$ cat config.mk
export PLATFORM = sky130hd
export DESIGN_NAME = bfm_div25
export DESIGN_NICKNAME = d
export VERILOG_FILES = /design/src/sv/bfm_pkg.sv /design/src/sv/bfm_div25.sv
export SDC_FILE = /design/constraint.sdc
export NUM_CORES = 1
export LEC_CHECK = 0
export ABC_CLOCK_PERIOD_IN_PS = 4000
export BUFFER_PORTS_ARGS = -buffer_cell sky130_fd_sc_hd__buf_2
export CORE_MARGIN = 2
export CORE_UTILIZATION = 45
export DETAILED_ROUTE_END_ITERATION = 8
export GPL_TIMING_DRIVEN = 0
export RECOVER_POWER = 100
export SETUP_SLACK_MARGIN = 0.1
export SLEW_MARGIN = 0
export SYNTH_ARGS = -nofsm -noshare
export SYNTH_HDL_FRONTEND = slang
export SYNTH_SLANG_ARGS = --single-unit
$ cat constraint.sdc
create_clock -name vclk -period 4
set_input_delay 0.2 -clock vclk [all_inputs]
set_output_delay 0.2 -clock vclk [all_outputs]
set_load 0.01 [all_outputs]
$ cat src/sv/bfm_pkg.sv
package bfm_pkg;

	// frame size limits and line store geometry
	localparam int MAX_WIDTH  = 2048;
	localparam int MAX_HEIGHT = 2048;
	localparam int COL_W      = $clog2(MAX_WIDTH);
	localparam int ROW_W      = $clog2(MAX_HEIGHT);
	// wide enough for a clamped size plus the border offset
	localparam int DIM_W      = ((COL_W > ROW_W) ? COL_W : ROW_W) + 2;

	// register map
	localparam int CFG_W      = 12;
	localparam int DATA_W     = 32;
	localparam int ADDR_W     = 3;
	localparam logic REG_FRAME_WIDTH  = 1'b0;
	localparam logic REG_FRAME_HEIGHT = 1'b1;
	localparam logic [CFG_W-1:0] WIDTH_RST  = 12'd640;
	localparam logic [CFG_W-1:0] HEIGHT_RST = 12'd480;

	// filter geometry
	localparam int MIN_SIZE   = 5;
	localparam int EDGE       = 2;
	localparam int GROUP      = 16;
	localparam int TAPS       = 5;

	// payload widths
	localparam int PIX_W      = 8;
	localparam int POS_W      = 11;
	localparam int WORD_W     = (TAPS - 1) * PIX_W;
	localparam int CS_W       = 11;   // one column of five pixels, at most 1275
	localparam int SUM_W      = 13;   // whole window, at most 6375

	// divide by 25 as multiply by reciprocal; exact for sums up to 6375
	localparam int DIV_SH     = 17;
	localparam int DIV_K      = 5243;
	localparam int PROD_W     = SUM_W + 13;

endpackage

$ cat src/sv/bfm_div25.sv
module bfm_div25
	import bfm_pkg::*;
(
	input  logic [SUM_W-1:0] sum,
	output logic [PIX_W-1:0] quotient
);

	logic [PROD_W-1:0] prod;

	// floor(sum / 25) = (sum * ceil(2^17 / 25)) >> 17 over the full sum range
	assign prod     = PROD_W'(sum) * PROD_W'(DIV_K);
	assign quotient = prod[DIV_SH +: PIX_W];

endmodule

==> reports/qor.csv <==
metric;value;unit
RSZ-0062 raised after global routing;true;
final hold vios;0;
Slew Limit Fails;0;
Post-CTS Hold Fix Bufs;0;
Port-buffer cells;21;
outcome;finished with violations;
cell area after synthesis;3030;sq um
CP arrival;4.36;ns
fillers;573;
vias per cell;5.00;
Avg WL per Cell;15.1;um
crit path max fanout;3;
routability cong.;0.813;
Hold Slack;1.06;ns
violated checks;negative setup slack;
Post-Layout Cell Count;418;
DR iter-0 viols;49;
DR pass1 iterations;4;
Setup Viol. Count Final;8;
area fraction of the dominant cell type after synthesis;0.371;
fmax;219;MHz
commonest non-fill, non-tap cell in the layout;inv_1;
post-DP HPWL;5.32;mm
crit path time final;4.56;ns
Net count, final;502;
first-pass GRT wire length;11.2;mm
Peak VDD IR;0.000718;V
layout cell share with drive strength beyond 1;0.235;
final instance area;3780;sq um
antenna violations before repair;0;
min-delay src;sum[12];
maxcap violations;0;
number of global-route vias before repair;2286;
die width;86.1;um
fin crit share;1.14;
FFs & Latches;0;
post-synth cell types;28;
Ys Warns;0;
sequential share of the synthesized area;0;
Mapped Nets;462;
number of diodes;0;
Area Growth Syn to Fin;24.5;%
worst hold endpoint;quotient[7];
cell taking the most area after synthesis;ha_1;
Post-DRT Antenna Nets;0;
hold path depth;6;
overall via count from detail_route;2091;
DP Cell Count;401;
Power Density;732;nW/um^2
core footprint;6420;sq um
Final WS setup;-0.562;ns
top post-synthesis cells by area;ha_1 (37%), fa_1 (37%), inv_1 (12%);
Mean Syn Cell Area;10.0;sq um
setup TNS;-4.09;ns
Post-route DRC;0;
crit path kind;in2out;
total track usage;0.189;
worst slew pin tran;0.444;ns
Startpoint Class;input pin;
die area;7420;sq um
dpl cell area;3360;sq um
IO Pins;21;
initial core utilization;0.472;
CP endpoint kind;output pin;
grt ovf;0;
max_slew headroom;0.702;
FF+latch area;0;sq um
leak pwr;2.01;nW
Total Wirelength;6.32;mm
type of the most critical hold path;in2out;
num rows;29;
cell count after synthesis;303;
commonest non-fill, non-tap cells in the layout;inv_1 (84), ha_1 (77), fa_1 (52);
largest net degree at the start of global routing;8;
CP required;3.80;ns
Die Ht;86.1;um
clk_buf instances;0;
[cells in the mapped netlist (all sizes together)]
library cell / n
o221ai: 1
nand3b: 1
fa: 56
a21boi: 1
o22ai: 2
a211oi: 1
ha: 90
o21ai: 1
a221oi: 2
xnor2: 11
inv: 94
a2111oi: 1
and4b: 1
nand3: 5
a31oi: 1
and4: 2
nor2: 9
a21o: 4
a21oi: 6
or2: 1
nand4: 1
o211ai: 3
a311oi: 1
o41ai: 1
nor3: 1
nand2: 5
and3: 1
[stage by stage]
| step | utilization | power (mW) | setup slack [ns] |
|---|---|---|---|
| 2_1_floorplan | - | 1.60 | -0.162 |
| 3_3_place_gp | 0.523 | 2.14 | -0.816 |
| 3_5_place_dp | 0.523 | 2.16 | -0.798 |
| 4_1_cts | 0.573 | 2.59 | -0.578 |
| 5_1_grt | 0.588 | 3.12 | -0.712 |
| 6_report | 0.588 | 2.76 | -0.562 |
[where the power goes]
part           total [mW]  internal [mW]  switching [mW]
combinational        2.76           1.36            1.40
sequential              0              0               0
clock                   0              0               0
total                2.76           1.36            1.40
[worst max-delay path by stage]
stage / startpoint / endpoint / slack (ns) / cells after the start
detailed placement: sum[8] / quotient[4] / -0.80 / 16
CTS: sum[10] / quotient[7] / -0.58 / 16
global route: sum[10] / quotient[4] / -0.71 / 19
global placement: sum[6] / quotient[4] / -0.82 / 16
finish: sum[12] / quotient[4] / -0.56 / 17
floorplan: sum[10] / quotient[4] / -0.16 / 14
[critical path, stage by stage]
cell,delay (ns)
buf_12,0.11
fa_1,0.47
ha_1,0.30
inv_1,0.07
fa_1,0.44
fa_1,0.53
inv_1,0.06
fa_1,0.56
ha_4,0.22
and4_4,0.15
and3_4,0.15
a311oi_4,0.34
buf_6,0.17
a21boi_4,0.06
o41ai_2,0.24
xnor2_1,0.14
buf_2,0.14
[routing by layer]
metal	routed length [um]	global-route usage	vias up
met5	0	0	-
met4	44	0.00577	0
met3	151	0.00289	4
met2	3120	0.324	27
met1	3000	0.283	1011
li1	-	-	1049
[kinds of logic after synthesis]
logic type,count (synthesis),synth area share
AND/OR/NAND/NOR,27,0.0458
buffers and inverters,94,0.116
adder cells (fa/ha/maj),146,0.741
AO/OA/AOI/OAI,25,0.0656
XOR/XNOR,11,0.0318
[timing repair]
action | CTS | global route
setup endpoints to repair | 8 | 8
setup buffers | 13 | 4
resized for setup | 51 | 9
pin swaps | 37 | 10
[cell type report]
type | count | area [sq um] | area share
Inverter | 94 | 359 | 0.0951
Multi-Input combinational cell | 209 | 2960 | 0.783
Tap cell | 77 | 96.3 | 0.0255
Timing Repair Buffer | 38 | 364 | 0.0964
Power figures use the tool's default switching activity.
